==> config.mk <==
export PLATFORM = sky130hd
export DESIGN_NAME = gradient_bin_average_3x3
export DESIGN_NICKNAME = d
export VERILOG_FILES = /design/src/hdl/gba_pkg.sv /design/src/hdl/gba_front.sv /design/src/hdl/gba_queue.sv /design/src/hdl/gba_div.sv /design/src/hdl/gradient_bin_average_3x3.sv
export SDC_FILE = /design/constraint.sdc
export NUM_CORES = 1
export LEC_CHECK = 0
export ABC_AREA = 1
export ABC_CLOCK_PERIOD_IN_PS = 16100
export BUFFER_PORTS_ARGS = -buffer_cell sky130_fd_sc_hd__buf_2
export CAP_MARGIN = 20
export CELL_PAD_IN_SITES_DETAIL_PLACEMENT = 1
export CELL_PAD_IN_SITES_GLOBAL_PLACEMENT = 1
export CORE_MARGIN = 2
export CORE_UTILIZATION = 48
export CTS_BUF_LIST = sky130_fd_sc_hd__clkbuf_4 sky130_fd_sc_hd__clkbuf_8
export DETAILED_ROUTE_END_ITERATION = 10
export GPL_TIMING_DRIVEN = 0
export PLACE_DENSITY = 0.8
export SLEW_MARGIN = 10
export SYNTH_ARGS = -nofsm -noshare
export SYNTH_HDL_FRONTEND = slang
export SYNTH_SLANG_ARGS = --single-unit
==> constraint.sdc <==
create_clock -name clk -period 16.1 [get_ports clk]
set_clock_uncertainty 0.15 [all_clocks]
set_input_delay 4.83 -clock clk [delete_from_list [all_inputs] [get_ports clk]]
set_output_delay 4.83 -clock clk [all_outputs]
set_load 0.03 [all_outputs]
==> src/hdl/gba_pkg.sv <==
package gba_pkg;

  localparam int MAX_FRAMES_DEF = 128;
  localparam int PIX_W          = 10;
  localparam int NUM_PIX        = 9;
  localparam int LEN_W          = 8;
  localparam int BINS           = 6;
  localparam int BIN_W          = 3;
  localparam int MEAN_W         = 13;
  localparam int S_DATA_W       = 104;
  localparam int M_DATA_W       = 32;
  localparam int M_USER_W       = BIN_W;

  localparam logic [BIN_W-1:0] LAST_BIN = 3'd5;
  localparam logic [LEN_W-1:0] MIN_LEN  = 8'd6;

  // n / 6 == (n * 171) >> 10 for every 8-bit n
  localparam int DIV6_MUL   = 171;
  localparam int DIV6_SHIFT = 10;

  typedef struct packed {
    logic [BIN_W-1:0] bin;
    logic             last;
  } tag_t;

  localparam int TAG_W = $bits(tag_t);

  function automatic int bin_max(input int max_frames);
    return max_frames / BINS + 1;
  endfunction

  function automatic int cnt_w(input int max_frames);
    return $clog2(bin_max(max_frames) + 1);
  endfunction

  // |sum| <= bin_max * 3 * (2^PIX_W - 1), plus sign
  function automatic int acc_w(input int max_frames);
    return PIX_W + 3 + $clog2(bin_max(max_frames));
  endfunction

  function automatic int entry_w(input int max_frames);
    return 2 * acc_w(max_frames) + cnt_w(max_frames) + TAG_W;
  endfunction

  // Bins that get one extra frame for a given remainder of N / 6.
  function automatic logic extra_frame(input logic [2:0] rest, input logic [BIN_W-1:0] bin);
    logic [BINS-1:0] sel;
    logic            hit;
    case (rest)
      3'd1:    sel = 6'b100000;
      3'd2:    sel = 6'b100100;
      3'd3:    sel = 6'b101010;
      3'd4:    sel = 6'b111010;
      3'd5:    sel = 6'b111011;
      default: sel = 6'b000000;
    endcase
    case (bin)
      3'd0:    hit = sel[0];
      3'd1:    hit = sel[1];
      3'd2:    hit = sel[2];
      3'd3:    hit = sel[3];
      3'd4:    hit = sel[4];
      3'd5:    hit = sel[5];
      default: hit = 1'b0;
    endcase
    return hit;
  endfunction

endpackage

==> src/hdl/gba_front.sv <==
module gba_front #(
  parameter int MAX_FRAMES = gba_pkg::MAX_FRAMES_DEF
) (
  input  logic                                          clk,
  input  logic                                          rst,
  input  logic                                          s_axis_tvalid,
  output logic                                          s_axis_tready,
  input  logic [gba_pkg::S_DATA_W-1:0]                  s_axis_tdata,
  output logic                                          push_valid,
  input  logic                                          push_ready,
  output logic [gba_pkg::entry_w(MAX_FRAMES)-1:0]       push_data
);
  import gba_pkg::*;

  localparam int CW = cnt_w(MAX_FRAMES);
  localparam int AW = acc_w(MAX_FRAMES);
  localparam int FW = PIX_W + 3;
  localparam int SW = PIX_W + 2;

  logic                  in_gesture;
  logic [CW-1:0]         len_base;
  logic [2:0]            len_rest;
  logic [BIN_W-1:0]      cur_bin;
  logic [CW-1:0]         cnt;
  logic signed [AW-1:0]  xacc;
  logic signed [AW-1:0]  yacc;

  logic [PIX_W-1:0]      pix [NUM_PIX];
  logic [SW-1:0]         left_sum, right_sum, top_sum, bot_sum;
  logic signed [FW-1:0]  fx, fy;
  logic [LEN_W-1:0]      len_in, len_clamp, q6;
  logic [2*LEN_W-1:0]    prod;
  logic [LEN_W-1:0]      rem6;
  logic                  first;
  logic [CW-1:0]         base;
  logic [2:0]            rest;
  logic [BIN_W-1:0]      bin_now;
  logic [CW-1:0]         size;
  logic [CW-1:0]         cnt_next;
  logic signed [AW-1:0]  xacc_next, yacc_next;
  logic                  close_bin;
  logic                  last;
  logic                  accept;
  tag_t                  tag;

  always_comb begin
    for (int k = 0; k < NUM_PIX; k++) begin
      pix[k] = s_axis_tdata[k*PIX_W +: PIX_W];
    end
  end

  assign left_sum  = SW'(pix[0]) + SW'(pix[3]) + SW'(pix[6]);
  assign right_sum = SW'(pix[2]) + SW'(pix[5]) + SW'(pix[8]);
  assign top_sum   = SW'(pix[0]) + SW'(pix[1]) + SW'(pix[2]);
  assign bot_sum   = SW'(pix[6]) + SW'(pix[7]) + SW'(pix[8]);
  assign fx = $signed({1'b0, left_sum}) - $signed({1'b0, right_sum});
  assign fy = $signed({1'b0, top_sum}) - $signed({1'b0, bot_sum});

  // Length: clamp, then split into N / 6 and N % 6
  assign len_in = s_axis_tdata[NUM_PIX*PIX_W +: LEN_W];
  always_comb begin
    len_clamp = len_in;
    if (len_in < MIN_LEN) begin
      len_clamp = MIN_LEN;
    end
    if (len_in > LEN_W'(MAX_FRAMES)) begin
      len_clamp = LEN_W'(MAX_FRAMES);
    end
  end
  assign prod = {{LEN_W{1'b0}}, len_clamp} * (2*LEN_W)'(DIV6_MUL);
  assign q6   = LEN_W'(prod >> DIV6_SHIFT);
  assign rem6 = len_clamp - (q6 << 2) - (q6 << 1);

  assign first   = !in_gesture;
  assign base    = first ? CW'(q6) : len_base;
  assign rest    = first ? rem6[2:0] : len_rest;
  assign bin_now = first ? '0 : cur_bin;
  assign size    = base + CW'(extra_frame(rest, bin_now));

  assign cnt_next  = (first ? '0 : cnt) + CW'(1);
  assign xacc_next = (first ? '0 : xacc) + AW'(fx);
  assign yacc_next = (first ? '0 : yacc) + AW'(fy);
  assign close_bin = (cnt_next == size);
  assign last      = (bin_now == LAST_BIN);

  assign s_axis_tready = push_ready;
  assign accept        = s_axis_tvalid && s_axis_tready;

  assign tag.bin    = bin_now;
  assign tag.last   = last;
  assign push_valid = accept && close_bin;
  assign push_data  = {tag, size, yacc_next, xacc_next};

  always_ff @(posedge clk) begin
    if (rst) begin
      in_gesture <= 1'b0;
      cur_bin    <= '0;
      cnt        <= '0;
    end else if (accept) begin
      // gesture ends when its sixth bin closes
      in_gesture <= !(close_bin && last);
      len_base   <= base;
      len_rest   <= rest;
      if (close_bin) begin
        cnt  <= '0;
        xacc <= '0;
        yacc <= '0;
        if (last) begin
          cur_bin <= '0;
        end else begin
          cur_bin <= bin_now + BIN_W'(1);
        end
      end else begin
        cnt     <= cnt_next;
        xacc    <= xacc_next;
        yacc    <= yacc_next;
        cur_bin <= bin_now;
      end
    end
  end

endmodule

==> src/hdl/gba_queue.sv <==
module gba_queue #(
  parameter int W = 8
) (
  input  logic         clk,
  input  logic         rst,
  input  logic         push_valid,
  output logic         push_ready,
  input  logic [W-1:0] push_data,
  output logic         pop_valid,
  input  logic         pop_ready,
  output logic [W-1:0] pop_data
);

  // two-entry FIFO of closed bins
  logic [W-1:0] slot [2];
  logic         wr_ptr;
  logic         rd_ptr;
  logic [1:0]   count;
  logic         do_push;
  logic         do_pop;

  assign push_ready = (count != 2'd2);
  assign pop_valid  = (count != 2'd0);
  assign pop_data   = slot[rd_ptr];
  assign do_push    = push_valid && push_ready;
  assign do_pop     = pop_valid && pop_ready;

  always_ff @(posedge clk) begin
    if (do_push) begin
      slot[wr_ptr] <= push_data;
    end
  end

  always_ff @(posedge clk) begin
    if (rst) begin
      wr_ptr <= 1'b0;
      rd_ptr <= 1'b0;
      count  <= 2'd0;
    end else begin
      if (do_push) begin
        wr_ptr <= !wr_ptr;
      end
      if (do_pop) begin
        rd_ptr <= !rd_ptr;
      end
      case ({do_push, do_pop})
        2'b10:   count <= count + 2'd1;
        2'b01:   count <= count - 2'd1;
        default: count <= count;
      endcase
    end
  end

endmodule

==> src/hdl/gba_div.sv <==
module gba_div #(
  parameter int MAX_FRAMES = gba_pkg::MAX_FRAMES_DEF
) (
  input  logic                                    clk,
  input  logic                                    rst,
  input  logic                                    pop_valid,
  output logic                                    pop_ready,
  input  logic [gba_pkg::entry_w(MAX_FRAMES)-1:0] pop_data,
  output logic                                    m_axis_tvalid,
  input  logic                                    m_axis_tready,
  output logic [gba_pkg::M_DATA_W-1:0]            m_axis_tdata,
  output logic [gba_pkg::M_USER_W-1:0]            m_axis_tuser,
  output logic                                    m_axis_tlast
);
  import gba_pkg::*;

  localparam int CW = cnt_w(MAX_FRAMES);
  localparam int AW = acc_w(MAX_FRAMES);
  localparam int SW = $clog2(AW + 1);
  localparam int RW = CW + AW;

  localparam logic ST_IDLE = 1'b0;
  localparam logic ST_RUN  = 1'b1;

  logic                 state;
  logic [SW-1:0]        step;
  logic [RW-1:0]        xrq, yrq;
  logic [CW-1:0]        divisor;
  logic                 x_neg, y_neg;
  tag_t                 tag;
  logic                 out_valid;
  logic [MEAN_W-1:0]    out_x, out_y;
  tag_t                 out_tag;

  logic signed [AW-1:0] in_x, in_y;
  logic [CW-1:0]        in_size;
  tag_t                 in_tag;
  logic [AW-1:0]        in_xmag, in_ymag;
  logic                 done;
  logic                 out_free;
  logic [MEAN_W-1:0]    xq, yq;

  // one restoring step: {remainder, quotient/dividend}
  function automatic logic [RW-1:0] div_step(input logic [RW-1:0] rq, input logic [CW-1:0] d);
    logic [CW:0]   rem_sh;
    logic [CW:0]   diff;
    logic [RW-1:0] res;
    rem_sh = {rq[RW-1:AW], rq[AW-1]};
    diff   = rem_sh - {1'b0, d};
    if (rem_sh >= {1'b0, d}) begin
      res = {diff[CW-1:0], rq[AW-2:0], 1'b1};
    end else begin
      res = {rem_sh[CW-1:0], rq[AW-2:0], 1'b0};
    end
    return res;
  endfunction

  assign {in_tag, in_size, in_y, in_x} = pop_data;
  assign in_xmag = in_x[AW-1] ? AW'(-in_x) : AW'(in_x);
  assign in_ymag = in_y[AW-1] ? AW'(-in_y) : AW'(in_y);

  assign pop_ready = (state == ST_IDLE);
  assign done      = (step == SW'(AW));
  assign out_free  = !out_valid || m_axis_tready;
  assign xq        = xrq[MEAN_W-1:0];
  assign yq        = yrq[MEAN_W-1:0];

  always_ff @(posedge clk) begin
    if (rst) begin
      state <= ST_IDLE;
      step  <= '0;
    end else begin
      case (state)
        ST_IDLE: begin
          if (pop_valid) begin
            state <= ST_RUN;
            step  <= '0;
          end
        end
        ST_RUN: begin
          if (!done) begin
            step <= step + SW'(1);
          end else if (out_free) begin
            state <= ST_IDLE;
          end
        end
        default: state <= ST_IDLE;
      endcase
    end
  end

  always_ff @(posedge clk) begin
    if (state == ST_IDLE && pop_valid) begin
      xrq     <= {{CW{1'b0}}, in_xmag};
      yrq     <= {{CW{1'b0}}, in_ymag};
      divisor <= in_size;
      x_neg   <= in_x[AW-1];
      y_neg   <= in_y[AW-1];
      tag     <= in_tag;
    end else if (state == ST_RUN && !done) begin
      xrq <= div_step(xrq, divisor);
      yrq <= div_step(yrq, divisor);
    end
  end

  always_ff @(posedge clk) begin
    if (rst) begin
      out_valid <= 1'b0;
    end else if (state == ST_RUN && done && out_free) begin
      out_valid <= 1'b1;
    end else if (m_axis_tready) begin
      out_valid <= 1'b0;
    end
  end

  always_ff @(posedge clk) begin
    if (state == ST_RUN && done && out_free) begin
      out_x   <= x_neg ? -xq : xq;
      out_y   <= y_neg ? -yq : yq;
      out_tag <= tag;
    end
  end

  assign m_axis_tvalid = out_valid;
  assign m_axis_tdata  = {{(M_DATA_W - 2*MEAN_W){1'b0}}, out_y, out_x};
  assign m_axis_tuser  = out_tag.bin;
  assign m_axis_tlast  = out_tag.last;

endmodule

==> src/hdl/gradient_bin_average_3x3.sv <==
// Binned gradient of 3x3 light-sensor frames. Each input item is one frame;
// the first frame of a gesture also carries the gesture length N (clamped to
// 6..MAX_FRAMES). N is cut into six bins of N/6 frames, the remainder adding
// one frame to fixed bins. Per frame the block sums left-minus-right columns
// (x) and top-minus-bottom rows (y); when a bin closes it emits both sums
// divided by the bin's frame count, truncated toward zero, tagged with the
// bin number, with tlast on the sixth bin. Frames are taken one per cycle
// while the two-entry bin queue has room; each closed bin is loaded into the
// shared restoring divider, which runs one step per accumulator bit (18 at
// MAX_FRAMES = 128) and then hands the quotient to the output register before
// it takes the next bin, and a result waiting in the output register does not
// stop frames being taken.
module gradient_bin_average_3x3 #(
  parameter int MAX_FRAMES = gba_pkg::MAX_FRAMES_DEF
) (
  input  logic                           clk,
  input  logic                           rst,
  input  logic                           s_axis_tvalid,
  output logic                           s_axis_tready,
  // pix_0 .. pix_8 (10 bits each), gesture_length (8 bits), zero pad
  input  logic [gba_pkg::S_DATA_W-1:0]   s_axis_tdata,
  output logic                           m_axis_tvalid,
  input  logic                           m_axis_tready,
  // x_mean (13 bits signed), y_mean (13 bits signed), zero pad
  output logic [gba_pkg::M_DATA_W-1:0]   m_axis_tdata,
  // bin_index (3 bits)
  output logic [gba_pkg::M_USER_W-1:0]   m_axis_tuser,
  // last_bin
  output logic                           m_axis_tlast
);
  import gba_pkg::*;

  localparam int EW = entry_w(MAX_FRAMES);

  // front to queue
  logic          push_valid;
  logic          push_ready;
  logic [EW-1:0] push_data;
  // queue to divider
  logic          pop_valid;
  logic          pop_ready;
  logic [EW-1:0] pop_data;

  // Front: unpack frame, form x/y, accumulate, track bin boundaries.
  gba_front #(
    .MAX_FRAMES (MAX_FRAMES)
  ) u_front (
    .clk           (clk),
    .rst           (rst),
    .s_axis_tvalid (s_axis_tvalid),
    .s_axis_tready (s_axis_tready),
    .s_axis_tdata  (s_axis_tdata),
    .push_valid    (push_valid),
    .push_ready    (push_ready),
    .push_data     (push_data)
  );

  // Closed bins wait here so the front keeps taking frames during a divide.
  gba_queue #(
    .W (EW)
  ) u_queue (
    .clk        (clk),
    .rst        (rst),
    .push_valid (push_valid),
    .push_ready (push_ready),
    .push_data  (push_data),
    .pop_valid  (pop_valid),
    .pop_ready  (pop_ready),
    .pop_data   (pop_data)
  );

  // Back: x and y divided in parallel lanes, one quotient bit per cycle.
  gba_div #(
    .MAX_FRAMES (MAX_FRAMES)
  ) u_div (
    .clk           (clk),
    .rst           (rst),
    .pop_valid     (pop_valid),
    .pop_ready     (pop_ready),
    .pop_data      (pop_data),
    .m_axis_tvalid (m_axis_tvalid),
    .m_axis_tready (m_axis_tready),
    .m_axis_tdata  (m_axis_tdata),
    .m_axis_tuser  (m_axis_tuser),
    .m_axis_tlast  (m_axis_tlast)
  );

endmodule

### Yosys cells after proc, flatten, opt, wreduce, memory -nomap -nowiden

Memory sizes are Yosys's and may differ from the RTL's. A register that Yosys moved wholly into a read port is not among the register bits.
Cells that the tools add are included.

| word-level totals | value |
|---|---|
| memories kept | 1 |
| output and inout bits | 38 |
| input port bits | 108 |
| memory bits (writable) | 90 |
| bits in registers | 151 |

| operators by class | value |
|---|---|
| add/subtract/negate cells | 26 |
| multiply operators | 1 |
| $lt $le $gt $ge | 4 |
| equal/unequal tests | 17 |
| bitwise gates (word level) | 2 |
| reduce and logical (&&, ||, !) cells | 21 |
| multiplexer cells | 37 |

Memories:

| name | words | bits a word | rd ports | clocked after memory_dff | write ports | RTL line | text |
|---|---|---|---|---|---|---|---|
| u_queue.slot | 2 | 45 | 1 | 1 | 1 | gba_queue.sv:15 | `logic [W-1:0] slot [2];` |

Operators with widths:

| operator | number |
|---|---|
| $mux 18 | 8 |
| $add 12x10->12 | 4 |
| $mux 23 | 2 |
| $add 10x10->11 | 4 |
| $add 18x18->18 | 2 |
| $neg 18->18 | 2 |
| $pmux 6 s5 | 1 |
| $mux 13 | 2 |
| $neg 13->13 | 2 |
| $sub 12x12->13 | 2 |
| $mux 5 | 5 |
| $mux 8 | 2 |
| $mul 8x8->15 const B | 1 |
| $eq 3x2->1 const B | 4 |
| $eq 3x3->1 const B | 4 |
| $ge 6x5->1 | 2 |
| $mux 3 | 4 |
| $add 5x1->5 const B | 2 |
| $pmux 5 s2 | 1 |
| $sub 5x5->5 | 2 |
| $mux 1 | 9 |
| $gt 8x8->1 const B | 1 |
| $logic_and 1x1->1 | 8 |
| $lt 8x3->1 const B | 1 |
| 21 further kinds | 33 |

### Depth between registers and ports, before layout

| logic depth | value |
|---|---|
| depth after elaboration | 16 |
| gate-level depth with buffers | 44 |
| gate-level depth less buffers | 44 |

### Cells and area by module

A second synthesis with hierarchy kept.

| unflattened totals | value |
|---|---|
| cell total of the unflattened synthesis | 1887 |
| area total of the unflattened synthesis | 17680.7 um2 |

By module, submodules not included:

| module | area an instance (um2) | times used | seq. area each (um2) | cells an instance |
|---|---|---|---|---|
| gba_front | 8552.0 | 1 | 1501.4 | 1073 |
| gba_div | 5436.5 | 1 | 2652.5 | 636 |
| gba_queue | 3692.3 | 1 | 2802.7 | 178 |

### Worst setup path after synthesis

Ideal clock, no wire load.

| path | value |
|---|---|
| kind | input-to-reg |
| start point | input s_axis_tdata[96] (netlist bit) |
| end point | memory u_queue.slot[0][0] (netlist bit), enable pin |
| path slack | 2990 ps |
| buffers on the path | 0 |
| data required time | 15503 ps |
| stages on the path | 34 |
| data arrival time | 12512 ps |
| cell sequence | inv_1 > nand4_1 > a211oi_1 > nor2_1 > nor2_1 > ha_1 > fa_1 > inv_1 > fa_1 > fa_1 > inv_1 > ha_1 > nand2_1 > o21bai_1 > a21oi_1 > xnor2_1 > ha_1 > xnor2_1 > xor2_1 > nand2_1 > o21ai_0 > nor2_1 > o221ai_1 > nand2_1 > inv_1 > ha_1 > ha_1 > xnor2_1 > nand3_1 > nor2_1 > nand3_2 > nor2_8 > nand2_4 > nor2_1 |

| on the way | value |
|---|---|
| cells in the longest elaborated chain, start to end | 16 |

RTL lines:

| what | RTL line | text |
|---|---|---|
| from (decl) | gradient_bin_average_3x3.sv:21 | `input logic [gba_pkg::S_DATA_W-1:0] s_axis_tdata,` |
| $lt 8x3->1 | gba_front.sv:63 | `if (len_in < MIN_LEN) begin` |
| $mux 8 | gba_front.sv:63 |  |
| $mux 8 (*) | gba_front.sv:66 | `if (len_in > LEN_W'(MAX_FRAMES)) begin` |
| $mul 8x8->15 | gba_front.sv:70 | `assign prod = {{LEN_W{1'b0}}, len_clamp} * (2*LEN_W)'(DIV6_MUL);` |
| $sub 3x3->3 | gba_front.sv:72 | `assign rem6 = len_clamp - (q6 << 2) - (q6 << 1);` |
| $sub 3x3->3 (*) | gba_front.sv:72 |  |
| $mux 3 (*) | gba_front.sv:76 | `assign rest = first ? rem6[2:0] : len_rest;` |
| net u_front.rest[2] | gba_front.sv:36 | `logic [2:0] rest;` |
| [2 not listed] | n/a |  |
| $pmux 1 s6 (*) | gba_pkg.sv:57 | `case (bin)` |
| $add 5x1->5 (*) | gba_front.sv:78 | `assign size = base + CW'(extra_frame(rest, bin_now));` |
| net push_data[37] | gradient_bin_average_3x3.sv:38 | `logic [EW-1:0] push_data;` |
| $eq 5x5->1 (*) | gba_front.sv:83 | `assign close_bin = (cnt_next == size);` |
| $logic_and 1x1->1 (*) | gba_front.sv:91 | `assign push_valid = accept && close_bin;` |
| $logic_and 1x1->1 (*) | gba_queue.sv:25 | `assign do_push = push_valid && push_ready;` |
| $mux 1 (*) | gba_queue.sv:29 | `if (do_push) begin` |
| $mux 1 (not written as such) (*) | gba_queue.sv:30 | `slot[wr_ptr] <= push_data;` |
| to (decl) | gba_queue.sv:15 |  |

Mark *: on every way through the listed nets, which the timed path passes. The rest lies on a longest branch.

### Final worst setup path

| path | value |
|---|---|
| start point | input s_axis_tdata[95] (netlist bit) |
| end point | memory u_queue.slot[1][22] (netlist bit), enable pin |

Same word-level chain as after synthesis.

==> flow_summary.ini <==
[die]
chipHeight_um = 199
ioPinCount = 146
die-area_um2 = 39600
start_util_pct = 48.6
dieWidth_um = 199
core_um2 = 37600
rows = 71

[sta]
min_period_ns = 12.63
finalHoldViolations = 0
timing.fmax_mhz = 79.1
worst-slew-pin-transition_ns = 0.734
fin_setup_tns_ns = 0
setup_violations = 0
slew_headroom_pct = 50.3
timing.final.crit_share_pct = 78.5
rsz0062_at_grt = false
slew_violations = 0

[logic_synthesis]
ys_warn_count = 0
synth_top_area_share_pct = 34.7
syn-cell-area_um2 = 18300
avgSynthCellArea_um2 = 8.67
synth_seq_cells = 242
synthTopCellsByArea = edfxtp_1 35%, ha_1 14%, nand2_1 7.9%
syn_inst = 2106
yosysSeqAreaShare_pct = 38.1
synthFlopType = edfxtp_1
synth_cell_types = 62
async_reset_ff_share_pct = 0
synth-edff-count = 211
yosys.area.top_type = edfxtp_1

[clock_tree]
path_clk_slew_ns = 0.06
cts.sinks = 242
cts_hold_buf = 0
htreeDepth = 2
ctsResizeCount = 0
cts_root_buf = clkbuf_8
clkLatencyLatePin_ns = 0.56
cts_tree = yes
cts_max_path_buffers = 3
cts_setup_buffers = 0
cts_inserted_buffers = 41

[grt]
grt.busiest_layer = met2
grt_use_met2_pct = 43.3
grt_use_total_pct = 23.2
use_met3_pct = 3.10
met1_usage_pct = 27.6
grt_pass1_wl_mm = 74.3
grt_antenna_before_repair = 4
grt_max_degree = 38
grt_overflow = 0
grt_pass1_vias = 15700

[route]
firstDrtPassIters = 4
ant_nets = 0
drc_errors = 0
drtIter0Drc = 513
wirelength_mm = 45.6
vias = 14600
post_drt_wl_per_cell_um = 16.1
via_per_inst = 5.18

[critical_path]
cpPeakStageDelay_ns = 0.55
required_ns = 16.18
cp.arrival_ns = 12.72
rr_worst_depth = 21
critPathLaunchType = primary input
crit_slowest_cell = fa_1
path_class = in2reg
crit_path_end_kind = flip-flop
endpoint = u_queue.slot[1][22]
reg2reg_from = u_front.in_gesture
ff2ff_setup_slack_ns = 11.00
cp-startpoint = s_axis_tdata[95]
crit_fanout = 30
r2r_end = u_queue.slot[1][22]

[final_layout]
fin_cells = 2828
area_growth_pct = 12.6
nNetsFinal = 2619
fillCellCount = 4571
drive_gt1_share_pct = 11.8

[power_and_ir_drop]
swShare_pct = 46.8
p_int_w = 0.00246
ir_drop_mv = 0.112
power.switching_w = 0.00217
seqPwrFrac_pct = 26.7
cellPowerDensity_nw_per_um2 = 225
power_leakage_nw = 9.82
share_comb_of_total_power_pct = 60.3
clock_power_share_pct = 13.0

[worst_hold_path]
hold_path_class = reg2reg

[place]
place_inst = 2752
port_buffers = 123
dp_hpwl_mm = 37.5
gp_congestion = 0.879

[run_status]
status = complete, no violations

[run]
timing.max_cap.violations = 0
-- how the worst min path moves through the flow --
stage / depth (start not counted) / to / start / slack, ns
after floorplan: 0 / u_div.m_axis_tlast / u_div.tag[0] / 0.25
after global placement: 0 / u_div.m_axis_tlast / u_div.tag[0] / 0.25
after detailed placement: 0 / u_div.m_axis_tlast / u_div.tag[0] / 0.26
after CTS: 0 / u_div.m_axis_tuser[1] / u_div.tag[2] / 0.28
after global routing: 0 / u_div.m_axis_tuser[2] / u_div.tag[3] / 0.28
final: 0 / u_div.m_axis_tlast / u_div.tag[0] / 0.28
-- flip-flops by register name, indices dropped and copies added (netlist names), 2 cells and up, named ones only --
| signal | count |
|---|---|
| u_front.cnt | 5 |
| u_front.len_rest | 3 |
| u_queue.count | 2 |
| u_div.yrq | 23 |
| u_div.divisor | 5 |
| u_div.xrq | 23 |
| u_front.xacc | 18 |
| u_front.yacc | 18 |
| u_div.m_axis_tuser | 3 |
| u_front.len_base | 5 |
| u_queue.slot | 90 |
| u_div.out_x | 13 |
| u_div.out_y | 13 |
| u_div.tag | 4 |
| u_div.step | 5 |
| u_front.cur_bin | 3 |
-- synth_stat cells (25+ instances only) --
master,number
nand2_1,386
inv_1,341
edfxtp_1,211
ha_1,201
a21oi_1,158
nor2_1,147
xor2_1,113
o21ai_0,108
xnor2_1,68
nand3_1,65
dfxtp_1,31
fa_1,25
-- through the flow --
step	cell area, um^2	setup slack [ns]	hold slack, ns	power [W]	utilization [%]
floorplan	18300	2.99	0.250	0.00324	-
global placement	19500	1.09	0.253	0.00382	52.0
detailed placement	19700	2.92	0.259	0.00401	52.3
CTS	20500	3.48	0.283	0.00464	54.7
global route	20600	2.96	0.284	0.00504	54.7
finish	20600	3.47	0.277	0.00463	54.7
-- layer usage --
metal  vias up  share of wire, %
met5         -             0.046
met4         4               2.4
met3        88               3.1
met2       221                51
met1      6994                43
li1       7337                 -
-- cells by family (layout without fill, tap and decap cells) --
| kind of cell | after synthesis | in the layout | share of synthesized area [%] |
|---|---|---|---|
| xor gates and xnor gates | 181 | 181 | 8.68 |
| other | 1 | 8 | 0.0205 |
| muxes | 16 | 16 | 0.898 |
| AOI/OAI and AO/OA | 362 | 362 | 11.2 |
| buffers and inverters | 387 | 591 | 8.31 |
| and+or+nand+nor | 691 | 691 | 16.3 |
| adders and majority gates | 226 | 226 | 16.5 |
| DFF | 242 | 242 | 38.1 |
-- critical path, delay by kind of cell --
kind	cells	cell delay [ns]
adders and majority gates	8	3.06
and+or+nand+nor	14	2.69
xor gates and xnor gates	4	0.85
AOI/OAI and AO/OA	4	0.66
buffers and inverters	6	0.61
-- cell usage in the layout, fill, tap and decap left out, drive strengths merged, types with 2 or more instances in the layout --
master	count
nand2	390
inv	350
edfxtp	211
ha	201
a21oi	161
nor2	151
buf	150
o21ai	132
xor2	113
nand3	70
xnor2	68
clkbuf	67
dfxtp	31
fa	25
nor3	22
or2	22
o21bai	21
nand4	19
mux2i	16
clkinv	15
a21o	11
o31ai	10
nor4	6
a31oi	6
conb	6
o211ai	5
bufinv	5
nor3b	5
and2	4
clkinvlp	4
a21boi	4
o221ai	3
o21a	3
diode	2
a211oi	2
o311ai	2
-- power by group through the flow --
stage,logic (W),registers (W),clock network (W)
after floorplan,0.00201,0.00123,0
after global placement,0.00257,0.00125,0
after detailed placement,0.00276,0.00125,0
after CTS,0.00279,0.00124,0.000617
after global routing,0.00315,0.00125,0.000639
final,0.00279,0.00124,0.000602
-- final cells by class --
cell class | count | area [um^2] | share of cell area [%]
Tap cell | 511 | 639 | 3.11
Multi-Input combinational cell | 1482 | 9830 | 47.8
Inverter | 352 | 1320 | 6.44
Timing Repair Buffer | 131 | 731 | 3.55
Clock inverter | 22 | 235 | 1.14
Clock buffer | 51 | 646 | 3.14
Buffer | 35 | 194 | 0.943
Sequential cell | 242 | 6960 | 33.8
Antenna cell | 2 | 5.00 | 0.0243
No activity file was read; power rests on OpenSTA's default activity.
